==> src/hw/rtl/ebml_pkg.sv <==
// Shared types, constants and helper functions for the EBML header parser.
package ebml_pkg;

	// Longest accepted ID and size integers, in bytes.
	localparam int unsigned MAX_ID_BYTES   = 4;
	localparam int unsigned MAX_SIZE_BYTES = 8;

	localparam int unsigned ID_W   = 32;
	localparam int unsigned SIZE_W = 56;

	// Result status codes
	localparam logic [2:0] ST_HEADER    = 3'd0;
	localparam logic [2:0] ST_END       = 3'd1;
	localparam logic [2:0] ST_BAD_ID    = 3'd2;
	localparam logic [2:0] ST_BAD_SIZE  = 3'd3;
	localparam logic [2:0] ST_TRUNCATED = 3'd4;

	localparam int unsigned NUM_CONTAINERS = 10;

	localparam logic [ID_W-1:0] CONTAINER_IDS [NUM_CONTAINERS] = '{
		32'h0000_00a0, 32'h1a45_dfa3, 32'h1853_8067, 32'h1549_a966, 32'h1654_ae6b,
		32'h0000_00ae, 32'h1f43_b675, 32'h0000_6d80, 32'h0000_6240, 32'h0000_5034
	};

	typedef enum logic [2:0] {
		PH_ID_FIRST,
		PH_ID_MORE,
		PH_SIZE_FIRST,
		PH_SIZE_MORE,
		PH_SKIP
	} phase_t;

	typedef struct packed {
		logic [7:0] data_byte;
		logic       end_of_stream;
	} in_item_t;

	typedef struct packed {
		logic [ID_W-1:0]   element_id;
		logic [SIZE_W-1:0] payload_length;
		logic              is_container;
		logic [2:0]        status;
	} out_item_t;

	// Zero bits above the first one bit; 8 for a zero byte.
	function automatic logic [3:0] vint_lead(input logic [7:0] b);
		logic [3:0] lead;
		lead = 4'd8;
		for (int i = 0; i < 8; i++) begin
			if (b[i]) begin
				lead = 4'(7 - i);
			end
		end
		return lead;
	endfunction

	function automatic logic is_container_id(input logic [ID_W-1:0] id);
		logic hit;
		hit = 1'b0;
		for (int i = 0; i < NUM_CONTAINERS; i++) begin
			if (CONTAINER_IDS[i] == id) begin
				hit = 1'b1;
			end
		end
		return hit;
	endfunction

endpackage

==> src/hw/rtl/ebml_out_reg.sv <==
// Result register: holds one result until the downstream side takes it.
module ebml_out_reg
	import ebml_pkg::*;
(
	input  logic      clk,
	input  logic      arst_n,
	input  logic      load,
	input  out_item_t load_item,
	output logic      room,
	output logic      valid,
	input  logic      stall,
	output out_item_t item
);

	logic      valid_q;
	out_item_t item_q;

	// Slot is free if empty or drained this cycle
	assign room  = !valid_q || !stall;
	assign valid = valid_q;
	assign item  = item_q;

	always_ff @(posedge clk or negedge arst_n) begin
		if (!arst_n) begin
			valid_q <= 1'b0;
		end else if (load) begin
			valid_q <= 1'b1;
		end else if (!stall) begin
			valid_q <= 1'b0;
		end
	end

	always_ff @(posedge clk) begin
		if (load) begin
			item_q <= load_item;
		end
	end

endmodule

==> src/hw/rtl/ebml_parse_core.sv <==
// Header decode state machine: consumes one byte per fire, yields at most one result.
module ebml_parse_core
	import ebml_pkg::*;
(
	input  logic      clk,
	input  logic      arst_n,
	input  logic      fire,
	input  in_item_t  item,
	output logic      res_valid,
	output out_item_t res
);

	phase_t            phase_q, phase_d;
	logic [2:0]        left_q, left_d;
	logic [ID_W-1:0]   id_q, id_d;
	logic [SIZE_W-1:0] size_q, size_d;
	logic [SIZE_W-1:0] skip_q, skip_d;
	logic              halted_q, halted_d;

	logic [7:0]        b;
	logic              eos;
	logic [3:0]        lead;
	logic              bad_id;
	logic              bad_size;
	logic [2:0]        left_dec;
	logic [SIZE_W-1:0] size_first;
	logic [SIZE_W-1:0] size_more;
	logic              done;
	logic [SIZE_W-1:0] len;
	logic              cont;

	assign b          = item.data_byte;
	assign eos        = item.end_of_stream;
	assign lead       = vint_lead(b);
	assign bad_id     = lead >= 4'(MAX_ID_BYTES);
	assign bad_size   = lead >= 4'(MAX_SIZE_BYTES);
	assign left_dec   = (left_q != 3'd0) ? left_q - 3'd1 : left_q;
	assign size_first = {{(SIZE_W-8){1'b0}}, b & ~(8'h80 >> lead[2:0])};
	assign size_more  = {size_q[SIZE_W-9:0], b};
	assign cont       = is_container_id(id_q);

	// Header complete on this byte
	always_comb begin
		done = 1'b0;
		len  = size_more;
		if (!halted_q && !eos) begin
			case (phase_q)
				PH_SIZE_FIRST: begin
					done = !bad_size && (lead == 4'd0);
					len  = size_first;
				end
				PH_SIZE_MORE: begin
					done = (left_dec == 3'd0);
					len  = size_more;
				end
				default: begin
					done = 1'b0;
				end
			endcase
		end
	end

	// Next state
	always_comb begin
		phase_d  = phase_q;
		left_d   = left_q;
		id_d     = id_q;
		size_d   = size_q;
		skip_d   = skip_q;
		halted_d = halted_q;
		if (!halted_q) begin
			if (eos) begin
				if (phase_q == PH_ID_FIRST || phase_q == PH_SKIP) begin
					phase_d = PH_ID_FIRST;
					skip_d  = '0;
				end else begin
					halted_d = 1'b1;
				end
			end else begin
				case (phase_q)
					PH_ID_FIRST: begin
						if (bad_id) begin
							halted_d = 1'b1;
						end else begin
							id_d    = {{(ID_W-8){1'b0}}, b};
							size_d  = '0;
							left_d  = lead[2:0];
							phase_d = (lead != 4'd0) ? PH_ID_MORE : PH_SIZE_FIRST;
						end
					end
					PH_ID_MORE: begin
						id_d   = {id_q[ID_W-9:0], b};
						left_d = left_dec;
						if (left_dec == 3'd0) begin
							phase_d = PH_SIZE_FIRST;
						end
					end
					PH_SIZE_FIRST: begin
						if (bad_size) begin
							halted_d = 1'b1;
						end else begin
							size_d  = size_first;
							left_d  = lead[2:0];
							phase_d = PH_SIZE_MORE;
						end
					end
					PH_SIZE_MORE: begin
						size_d = size_more;
						left_d = left_dec;
					end
					PH_SKIP: begin
						if (skip_q <= SIZE_W'(1)) begin
							skip_d  = '0;
							phase_d = PH_ID_FIRST;
						end else begin
							skip_d = skip_q - SIZE_W'(1);
						end
					end
					default: begin
						phase_d = PH_ID_FIRST;
					end
				endcase
				if (done) begin
					if (cont || len == '0) begin
						phase_d = PH_ID_FIRST;
						skip_d  = '0;
					end else begin
						phase_d = PH_SKIP;
						skip_d  = len;
					end
				end
			end
		end
	end

	// Result
	always_comb begin
		res_valid = 1'b0;
		res       = '0;
		if (!halted_q) begin
			if (eos) begin
				res_valid = 1'b1;
				res.status = (phase_q == PH_ID_FIRST || phase_q == PH_SKIP) ?
					ST_END : ST_TRUNCATED;
			end else if (phase_q == PH_ID_FIRST && bad_id) begin
				res_valid  = 1'b1;
				res.status = ST_BAD_ID;
			end else if (phase_q == PH_SIZE_FIRST && bad_size) begin
				res_valid  = 1'b1;
				res.status = ST_BAD_SIZE;
			end else if (done) begin
				res_valid          = 1'b1;
				res.element_id     = id_q;
				res.payload_length = len;
				res.is_container   = cont;
				res.status         = ST_HEADER;
			end
		end
	end

	always_ff @(posedge clk or negedge arst_n) begin
		if (!arst_n) begin
			phase_q  <= PH_ID_FIRST;
			left_q   <= '0;
			id_q     <= '0;
			size_q   <= '0;
			skip_q   <= '0;
			halted_q <= 1'b0;
		end else if (fire) begin
			phase_q  <= phase_d;
			left_q   <= left_d;
			id_q     <= id_d;
			size_q   <= size_d;
			skip_q   <= skip_d;
			halted_q <= halted_d;
		end
	end

`ifndef NO_ASSERTIONS
	a_halt_sticky: assert property (@(posedge clk) disable iff (!arst_n)
		halted_q |=> halted_q)
		else $error("halt cleared without reset");

	a_halt_silent: assert property (@(posedge clk) disable iff (!arst_n)
		halted_q |-> !res_valid)
		else $error("result produced while halted");

	a_skip_nonzero: assert property (@(posedge clk) disable iff (!arst_n)
		phase_q == PH_SKIP |-> skip_q != '0)
		else $error("skipping with zero count");

	a_id_more_left: assert property (@(posedge clk) disable iff (!arst_n)
		phase_q == PH_ID_MORE |-> left_q != 3'd0 && left_q < 3'(MAX_ID_BYTES))
		else $error("ID byte count out of range");

	a_err_fields_zero: assert property (@(posedge clk) disable iff (!arst_n)
		res_valid && res.status != ST_HEADER |->
			res.element_id == '0 && res.payload_length == '0 && !res.is_container)
		else $error("non-header result carries header fields");
`endif

endmodule

==> src/hw/rtl/ebml_element_header_parser_unit.sv <==
// Top level of the EBML element header parser: input register, decoder, result register.
//
//  channel | direction | handshake                | payload
//  --------+-----------+--------------------------+-----------------------------------
//  byte    | in        | byte_valid / byte_stall  | byte_item (data_byte, end_of_stream)
//  hdr     | out       | hdr_valid  / hdr_stall   | hdr_item (element_id, payload_length,
//          |           |                          |           is_container, status)
//
// Cycles: one byte transfer per cycle sustained while the result register is not full
//   and stalled; the decode state updates once per byte, so a byte goes through the
//   input register and the decoder, and its result is loaded into the result register.
// Reset: arst_n clears the input and result valids and the decode state, including
//   the error halt; after an error nothing else is produced until reset.
// Stalls: hdr_stall holds the result register; the input register then holds its
//   byte only when the result register is full and stalled, and byte_stall follows.
module ebml_element_header_parser_unit
	import ebml_pkg::*;
(
	input  logic      clk,
	input  logic      arst_n,

	input  logic      byte_valid,
	output logic      byte_stall,
	input  in_item_t  byte_item,

	output logic      hdr_valid,
	input  logic      hdr_stall,
	output out_item_t hdr_item
);

	logic      valid_s1;
	in_item_t  item_s1;
	logic      room;
	logic      fire;
	logic      res_valid;
	out_item_t res;
	logic      accept;

	// A byte is processed once the result slot can take whatever it yields
	assign fire       = valid_s1 && room;
	assign byte_stall = valid_s1 && !room;
	assign accept     = byte_valid && !byte_stall;

	always_ff @(posedge clk or negedge arst_n) begin
		if (!arst_n) begin
			valid_s1 <= 1'b0;
		end else if (accept) begin
			valid_s1 <= 1'b1;
		end else if (fire) begin
			valid_s1 <= 1'b0;
		end
	end

	always_ff @(posedge clk) begin
		if (accept) begin
			item_s1 <= byte_item;
		end
	end

	ebml_parse_core u_core (
		.clk       (clk),
		.arst_n    (arst_n),
		.fire      (fire),
		.item      (item_s1),
		.res_valid (res_valid),
		.res       (res)
	);

	ebml_out_reg u_out (
		.clk       (clk),
		.arst_n    (arst_n),
		.load      (fire && res_valid),
		.load_item (res),
		.room      (room),
		.valid     (hdr_valid),
		.stall     (hdr_stall),
		.item      (hdr_item)
	);

`ifndef NO_ASSERTIONS
	a_hold_s1: assert property (@(posedge clk) disable iff (!arst_n)
		valid_s1 && !room |=> valid_s1 && $stable(item_s1))
		else $error("input register lost a byte while blocked");

	a_no_overwrite: assert property (@(posedge clk) disable iff (!arst_n)
		hdr_valid && hdr_stall |-> !(fire && res_valid))
		else $error("result register overwritten while stalled");

	a_stall_only_full: assert property (@(posedge clk) disable iff (!arst_n)
		byte_stall |-> hdr_valid && hdr_stall)
		else $error("input stalled with free result slot");
`endif

endmodule
==> config.mk <==
export PLATFORM = sky130hd
export DESIGN_NAME = ebml_element_header_parser_unit
export DESIGN_NICKNAME = d
export VERILOG_FILES = /design/src/hw/rtl/ebml_pkg.sv /design/src/hw/rtl/ebml_out_reg.sv /design/src/hw/rtl/ebml_parse_core.sv /design/src/hw/rtl/ebml_element_header_parser_unit.sv
export SDC_FILE = /design/constraint.sdc
export NUM_CORES = 1
export LEC_CHECK = 0
export ABC_AREA = 1
export BUFFER_PORTS_ARGS = -buffer_cell sky130_fd_sc_hd__clkbuf_2
export CAP_MARGIN = 20
export CELL_PAD_IN_SITES_DETAIL_PLACEMENT = 0
export CELL_PAD_IN_SITES_GLOBAL_PLACEMENT = 2
export CORE_MARGIN = 10
export CORE_UTILIZATION = 36
export CTS_CLUSTER_SIZE = 12
export DETAILED_ROUTE_END_ITERATION = 10
export PLACE_DENSITY_LB_ADDON = 0.1
export SYNTH_ARGS = -nofsm -noshare
export SYNTH_HDL_FRONTEND = slang
export SYNTH_SLANG_ARGS = --single-unit
==> constraint.sdc <==
create_clock -name clk -period 7.3 [get_ports clk]
set_input_delay 1.46 -clock clk [delete_from_list [all_inputs] [get_ports clk]]
set_output_delay 1.46 -clock clk [all_outputs]
set_load 0.01 [all_outputs]
# Word-level counts from Yosys, hierarchy flattened
# Index checks and enable logic that the tools add are counted.
op_classes:
  n_shift: 1
  bitwise: 5
  n_addsub: 2
  n_lt_le_gt_ge: 3
  n_eq_ne: 23
  reduce_logical: 36
  muxes: 66
ops:
  columns: ["cell", "n"]
  rows:
  - ["56-bit 2-to-1 mux", 8]
  - ["29-bit by 32-bit equality test with 1-bit output, first input constant", 5]
  - ["48-bit one-hot mux with 3 select lines", 1]
  - ["15-bit by 32-bit equality test with 1-bit output, first input constant", 3]
  - ["48-bit 2-to-1 mux", 2]
  - ["8-bit by 32-bit equality test with 1-bit output, first input constant", 2]
  - ["32-bit one-hot mux with 2 select lines", 1]
  - ["56-bit by 1-bit less-or-equal comparator with 1-bit output, second input constant", 1]
  - ["56-bit logical NOT", 1]
  - ["56-bit by 1-bit subtractor with 56-bit output, second input constant", 1]
  - ["3-bit 2-to-1 mux", 15]
  - ["32-bit 2-to-1 mux", 1]
  - ["4-bit 2-to-1 mux", 8]
  - ["1-bit 2-to-1 mux", 25]
  - ["3-bit one-hot mux with 5 select lines", 1]
  - ["6-bit AND reduction", 2]
  - ["3-bit nonzero test", 4]
  - ["3-bit one-hot mux with 3 select lines", 1]
  - ["8-bit bitwise AND", 1]
  - ["1-bit logical AND", 8]
  - ["4-bit by 2-bit inequality test with 1-bit output, second input constant", 2]
  - ["4-bit inequality test, second input constant", 2]
  - ["8-bit inverter", 1]
  - ["8-bit AND reduction", 1]
  - ["23 further kinds", 39]
word_totals:
  inputBits: 13
  register_bits: 246

# Logic depth before layout (Yosys ltp)
depth:
  ltp_word: 20
  mapped_depth: 19

# Hierarchy
# From an unflattened synthesis, not the netlist that was laid out.
hier_totals:
  hier_cells: 1697
  area_unflattened_um2: 13051.3
modules_own_cells:
  columns: ["mod", "seq_area_each_um2", "cells_each", "area_per_inst_um2", "n_inst"]
  rows:
  - ["ebml_parse_core", 3578.4, 1581, 9902.0, 1]
  - ["ebml_out_reg", 2787.7, 96, 2803.9, 1]
  - ["ebml_element_header_parser_unit", 295.3, 20, 345.3, 1]

# Worst setup path after synthesis
# Ideal clock, no wire load.
synth_timing:
  path_kind: "input-to-reg"
  start: "input hdr_stall"
  end: "register u_out.item_q (netlist bit u_out.item[0]), enable pin"
  path_buffers: 0
  arrival_time_ns: 5.587
  path_stages: 5
  path_slack_ns: 1.169
  cell_sequence: "nand2_1 nand2_1 nor2_1 inv_1 nor2_1"
synth_via:
  elab_chain_cells: 4
synth_lines:
  columns: ["element", "line_no", "text"]
  rows:
  - ["start: declaration", "ebml_element_header_parser_unit.sv:27", "input logic hdr_stall,"]
  - ["1-bit logical NOT", "ebml_out_reg.sv:19", "assign room = !valid_q || !stall;"]
  - ["1-bit logical OR", "ebml_out_reg.sv:19", null]
  - ["1-bit logical AND", "ebml_element_header_parser_unit.sv:40", "assign fire = valid_s1 && room;"]
  - ["1-bit logical AND", "ebml_element_header_parser_unit.sv:72", ".load (fire && res_valid),"]
  - ["named net u_out.load", "ebml_out_reg.sv:7", "input logic load,"]
  - ["end signal: assignment", "ebml_out_reg.sv:35", "item_q <= load_item;"]
  - ["end: declaration", "ebml_out_reg.sv:16", "out_item_t item_q;"]
# The timed path passes the listed nets, and every way through them passes these cells.
# A chain may end at the register's enable or synchronous reset.

# Worst setup path after layout
layout_timing:
  start: "register u_core.left_q[0]"
  end: "register u_out.item_q (netlist bit u_out.item[40]), enable pin"
layout_via:
  elab_chain_cells: 11
layout_lines:
  columns: ["element", "line_no", "text"]
  rows:
  - ["start: declaration", "ebml_parse_core.sv:14", "logic [2:0] left_q, left_d;"]
  - ["start signal: assignment", "ebml_parse_core.sv:171", "left_q <= left_d;"]
  - ["3-bit by 1-bit subtractor with 3-bit output or 3-bit nonzero test (tied branches)", "ebml_parse_core.sv:37", "assign left_dec = (left_q != 3'd0) ? left_q - 3'd1 : left_q;"]
  - ["3-bit 2-to-1 mux *", "ebml_parse_core.sv:37", null]
  - ["3-bit logical NOT *", "ebml_parse_core.sv:53", "done = (left_dec == 3'd0);"]
  - ["1-bit one-hot mux with 2 select lines *", "ebml_parse_core.sv:47", "case (phase_q)"]
  - ["1-bit 2-to-1 mux *", "ebml_parse_core.sv:46", "if (!halted_q && !eos) begin"]
  - ["1-bit 2-to-1 mux *", "ebml_parse_core.sv:151", "end else if (done) begin"]
  - ["1-bit 2-to-1 mux *", "ebml_parse_core.sv:148", "end else if (phase_q == PH_SIZE_FIRST && bad_size) begin"]
  - ["1-bit 2-to-1 mux *", "ebml_parse_core.sv:145", "end else if (phase_q == PH_ID_FIRST && bad_id) begin"]
  - ["1-bit 2-to-1 mux *", "ebml_parse_core.sv:141", "if (eos) begin"]
  - ["1-bit 2-to-1 mux *", "ebml_parse_core.sv:140", "if (!halted_q) begin"]
  - ["1-bit logical AND *", "ebml_element_header_parser_unit.sv:72", null]
  - ["named net u_out.load", "ebml_out_reg.sv:7", null]
# The timed path passes the listed nets; every way through them passes the cells marked *.

==> impl_metrics.py <==
metrics = {
    "status": {
        "status": "completed",
    },
    "clock_network": {
        "cts_inserted_buffers": 29,
        "clk_pin_slew_ns": 0.06,
        "post-cts-setup-buffer-count": 0,
        "clkSinkCount": 246,
        "cts-root-to-sink-buffers": 3,
        "post_cts_resized": 0,
        "clk_latency_ns": 0.58,
        "cts_htree_levels": 1,
        "root_buffer": "clkbuf_16",
        "cts_tree": "done",
        "postCtsHoldBufs": 0,
    },
    "global_routing": {
        "grt-busiest-layer": "met2",
        "grt_pass1_wl_mm": 67.19,
        "gr-usage-met3_pct": 2.611,
        "grt_start_max_net_pins": 97,
        "grt_pass1_vias": 11346,
        "antenna_found_initial": 0,
        "use_met2_pct": 30.68,
        "grt.overflow.total": 0,
        "track_usage_pct": 19.12,
        "gr-usage-met1_pct": 26.80,
    },
    "drt": {
        "ant_nets": 0,
        "vias_per_cell": 4.973,
        "drt_pass1_iterations": 5,
        "vias": 11304,
        "routedWlPerCell_um": 18.69,
        "routed_wl_mm": 42.49,
        "drt-initial-drc-count": 749,
        "drc_errors": 0,
    },
    "setup_path": {
        "crit_chain": "inv_1 -> ha_1 -> ha_1 -> a21oi_1 -> nor3b_1 -> nand2_1 -> o21ai_1 -> a21oi_1 -> inv_1 -> nor2_1 -> nor2_4 -> buf_4",
        "critPathRequiredTime_ns": 7.50,
        "slowest_stage": "buf_4",
        "path_buf_inv": 3,
        "worstPathArrival_ns": 4.22,
        "path_class": "reg -> reg",
        "end_kind": "register",
        "worst_path_dominant_cell_family": "simple AND/OR/NAND/NOR gates",
        "critical-path-max-stage-delay_ns": 0.80,
        "startpoint_type": "register",
        "critPathMaxFanout": 68,
    },
    "yosys": {
        "synth_cells": 1708,
        "syn-num-nets": 1726,
        "synth-warning-count": 0,
        "ys_seq_elements": 246,
        "synth-seq-area-share_pct": 50.99,
        "netlist_area_sq_mm": 0.01306,
        "synth.distinct_cells": 36,
        "syn_area_per_cell_sq_um": 7.649,
    },
    "floorplan": {
        "die_h_um": 210.5,
        "io_pins": 107,
        "rows": 69,
        "die_x_um": 210.5,
        "initial_core_util_pct": 36.64,
        "die_area_sq_mm": 0.04431,
        "core_area_sq_mm": 0.03566,
    },
    "pwr": {
        "sw_frac_of_total_pct": 45.12,
        "p_leak_nw": 7.505,
        "total_power_w": 0.006456,
        "netSwitchingPower_w": 0.002913,
        "p_int_w": 0.003543,
        "seqPwrFrac_pct": 33.2,
        "p_per_area_mw_per_mm2": 430.8,
        "clock_power_share_pct": 22.8,
        "ir_worst_vdd_uv": 245.5,
        "p_comb_share_pct": 44.0,
    },
    "sta": {
        "rsz0062_at_grt": "false",
        "drv_slew": 0,
        "worst_pin_slew_ns": 0.9943,
        "fin_tns_setup_ns": 0,
        "maxSlewHeadroom_pct": 33.61,
        "skew_ns": 0.006318,
        "fmax_mhz": 248.4,
        "fin_ws_ns": 3.274,
        "hold_viol_final": 0,
        "min_period_over_period_pct": 55.15,
        "setup_viol": 0,
        "fin_crit_ns": 4.026,
    },
    "worst_hold_path": {
        "worst_hold_path_type": "reg -> reg",
    },
    "cells_and_area": {
        "antenna_cells": 0,
        "nets": 1807,
        "area_growth_pct": 14.73,
        "drive_above_1_share_pct": 10.71,
    },
    "placed_design": {
        "io_buffers": 106,
        "pre_cts_ws_ns": 2.972,
        "gp_congestion": 0.8280,
        "hpwl_mm": 29.47,
    },
    "flow_run": {
        "maxCapViolations": 0,
    },
}
[final timing paths]
check | slack (ns) | from | to | depth (start not counted)
worst max-delay path | 3.27 | u_core.left_q[0]$_DFFE_PN0P_ | u_out.item[40]$_SDFFCE_PP0P_ | 12
worst min-delay path | 0.52 | u_core.skip_q[1]$_DFFE_PN0P_ | u_core.skip_q[1]$_DFFE_PN0P_ | 2
worst max register to register | 3.27 | u_core.left_q[0]$_DFFE_PN0P_ | u_out.item[40]$_SDFFCE_PP0P_ | 12
worst min register to register | 0.52 | u_core.skip_q[1]$_DFFE_PN0P_ | u_core.skip_q[1]$_DFFE_PN0P_ | 2
max in group asynchronous | 4.95 | arst_n | u_core.skip_q[21]$_DFFE_PN0P_ | 2
min in group asynchronous | 0.98 | arst_n | u_core.id_q[19]$_DFFE_PN0P_ | 1
[area by class of cell]
type	instances	area [sq um]
Fill cell	3765	20670
Sequential cell	246	6661
Multi-Input combinational cell	1161	5271
Inverter	234	878.3
Clock buffer	38	779.5
Timing Repair Buffer	117	651.9
Tap cell	461	576.8
Clock inverter	16	168.9
[metrics by stage]
step | instance area [sq um] | hold WS (ns) | utilization, % | instances
after floorplan | 13060 | 0.4714 | - | 1708
after global placement | 13980 | 0.4967 | 39.22 | 2216
after detailed placement | 14000 | 0.5049 | 39.28 | 2217
after CTS | 14950 | 0.5214 | 41.94 | 2271
after global routing | 14990 | 0.5479 | 42.04 | 2273
final | 14990 | 0.5187 | 42.04 | 2273
[registers in the layout, summed over array words and instances, names as in the netlist]
name,flops
u_core.left_q,3
u_core.size_q,48
u_out.valid,1
valid_s1,1
u_core.id_q,32
u_core.skip_q,56
item_s1,9
u_out.item,92
u_core.halted_q,1
u_core.phase_q,3
[metal layers]
layer  part of all wire [%]  vias up  routed length, um
li1                       -     5616                  -
met1                     49     5398              20800
met2                     45      244              19040
met3                    4.5       46               1908
met4                    1.7        0                743
met5                      0        -                  0
[power by group through the flow]
stage / combinational, W / sequential (W) / clock [W]
global route: 0.00324 / 0.00219 / 0.00157
detailed placement: 0.00284 / 0.00216 / 0
finish: 0.00284 / 0.00214 / 0.00147
global placement: 0.00284 / 0.00216 / 0
floorplan: 0.00201 / 0.00210 / 0
CTS: 0.00285 / 0.00214 / 0.00151
[cells by family (layout without fill, tap and decap cells)]
| family | Yosys count | count (layout) | synth area share (%) |
|---|---|---|---|
| buf+inv | 301 | 405 | 9.108 |
| flops | 246 | 246 | 50.99 |
| xor+xnor | 22 | 22 | 1.475 |
| fa+ha+maj | 5 | 5 | 0.4789 |
| simple gates | 991 | 991 | 31.91 |
| compound gates | 143 | 143 | 6.034 |
[synthesized netlist by cell type (all sizes together)]
library cell  count  area (sq um)
nor3b             2         15.01
nor4              5         31.28
nand3b            9         67.56
nor3             26         140.1
and2              2         12.51
nand3           174         870.8
xnor2             9         78.83
nand4            27         168.9
nand2           461          1733
dfrtp           145          3628
clkbuf           26         97.59
a21oi            14         73.82
inv             234         878.3
o21ai            90         450.4
nor2            271          1042
ha                5         62.56
edfxtp          101          3033
a21o              2         15.01
o211ai            4         30.03
a211oi            1         7.510
o31ai             5         37.54
xor2             13         113.9
buf              41         214.0
o22ai            25         156.4
o2111ai           2         17.52
or2              14         87.58
[worst reg2reg max path, delay by kind of cell (launching register included)]
family | cells | cell delay [ns]
compound gates | 3 | 0.60
fa+ha+maj | 2 | 0.44
simple gates | 4 | 1.15
buf+inv | 3 | 1.02
flops | 1 | 0.38
[placed cells by master, fill, tap and decap left out, types with 3 or more instances in the layout]
master     instances
o31ai_1            5
o21ai_1            8
clkbuf_1           7
inv_1            229
o211ai_1           4
clkbuf_2         105
nor3_1            24
buf_4              8
clkinv_2           5
nand3b_1           9
nor2_4             3
edfxtp_1         101
or2_2             14
o21ai_0           81
xor2_1            13
inv_2              5
nand3_1          173
nor4_1             5
nand2_1          458
clkbuf_16         29
nand4_1           27
nor2_1           264
nor2_2             4
ha_1               5
bufinv_16          3
dfrtp_1          145
a21oi_1           12
o22ai_1           25
xnor2_1            9
clkinv_1           5
No activity file was read; power rests on OpenSTA's default activity.
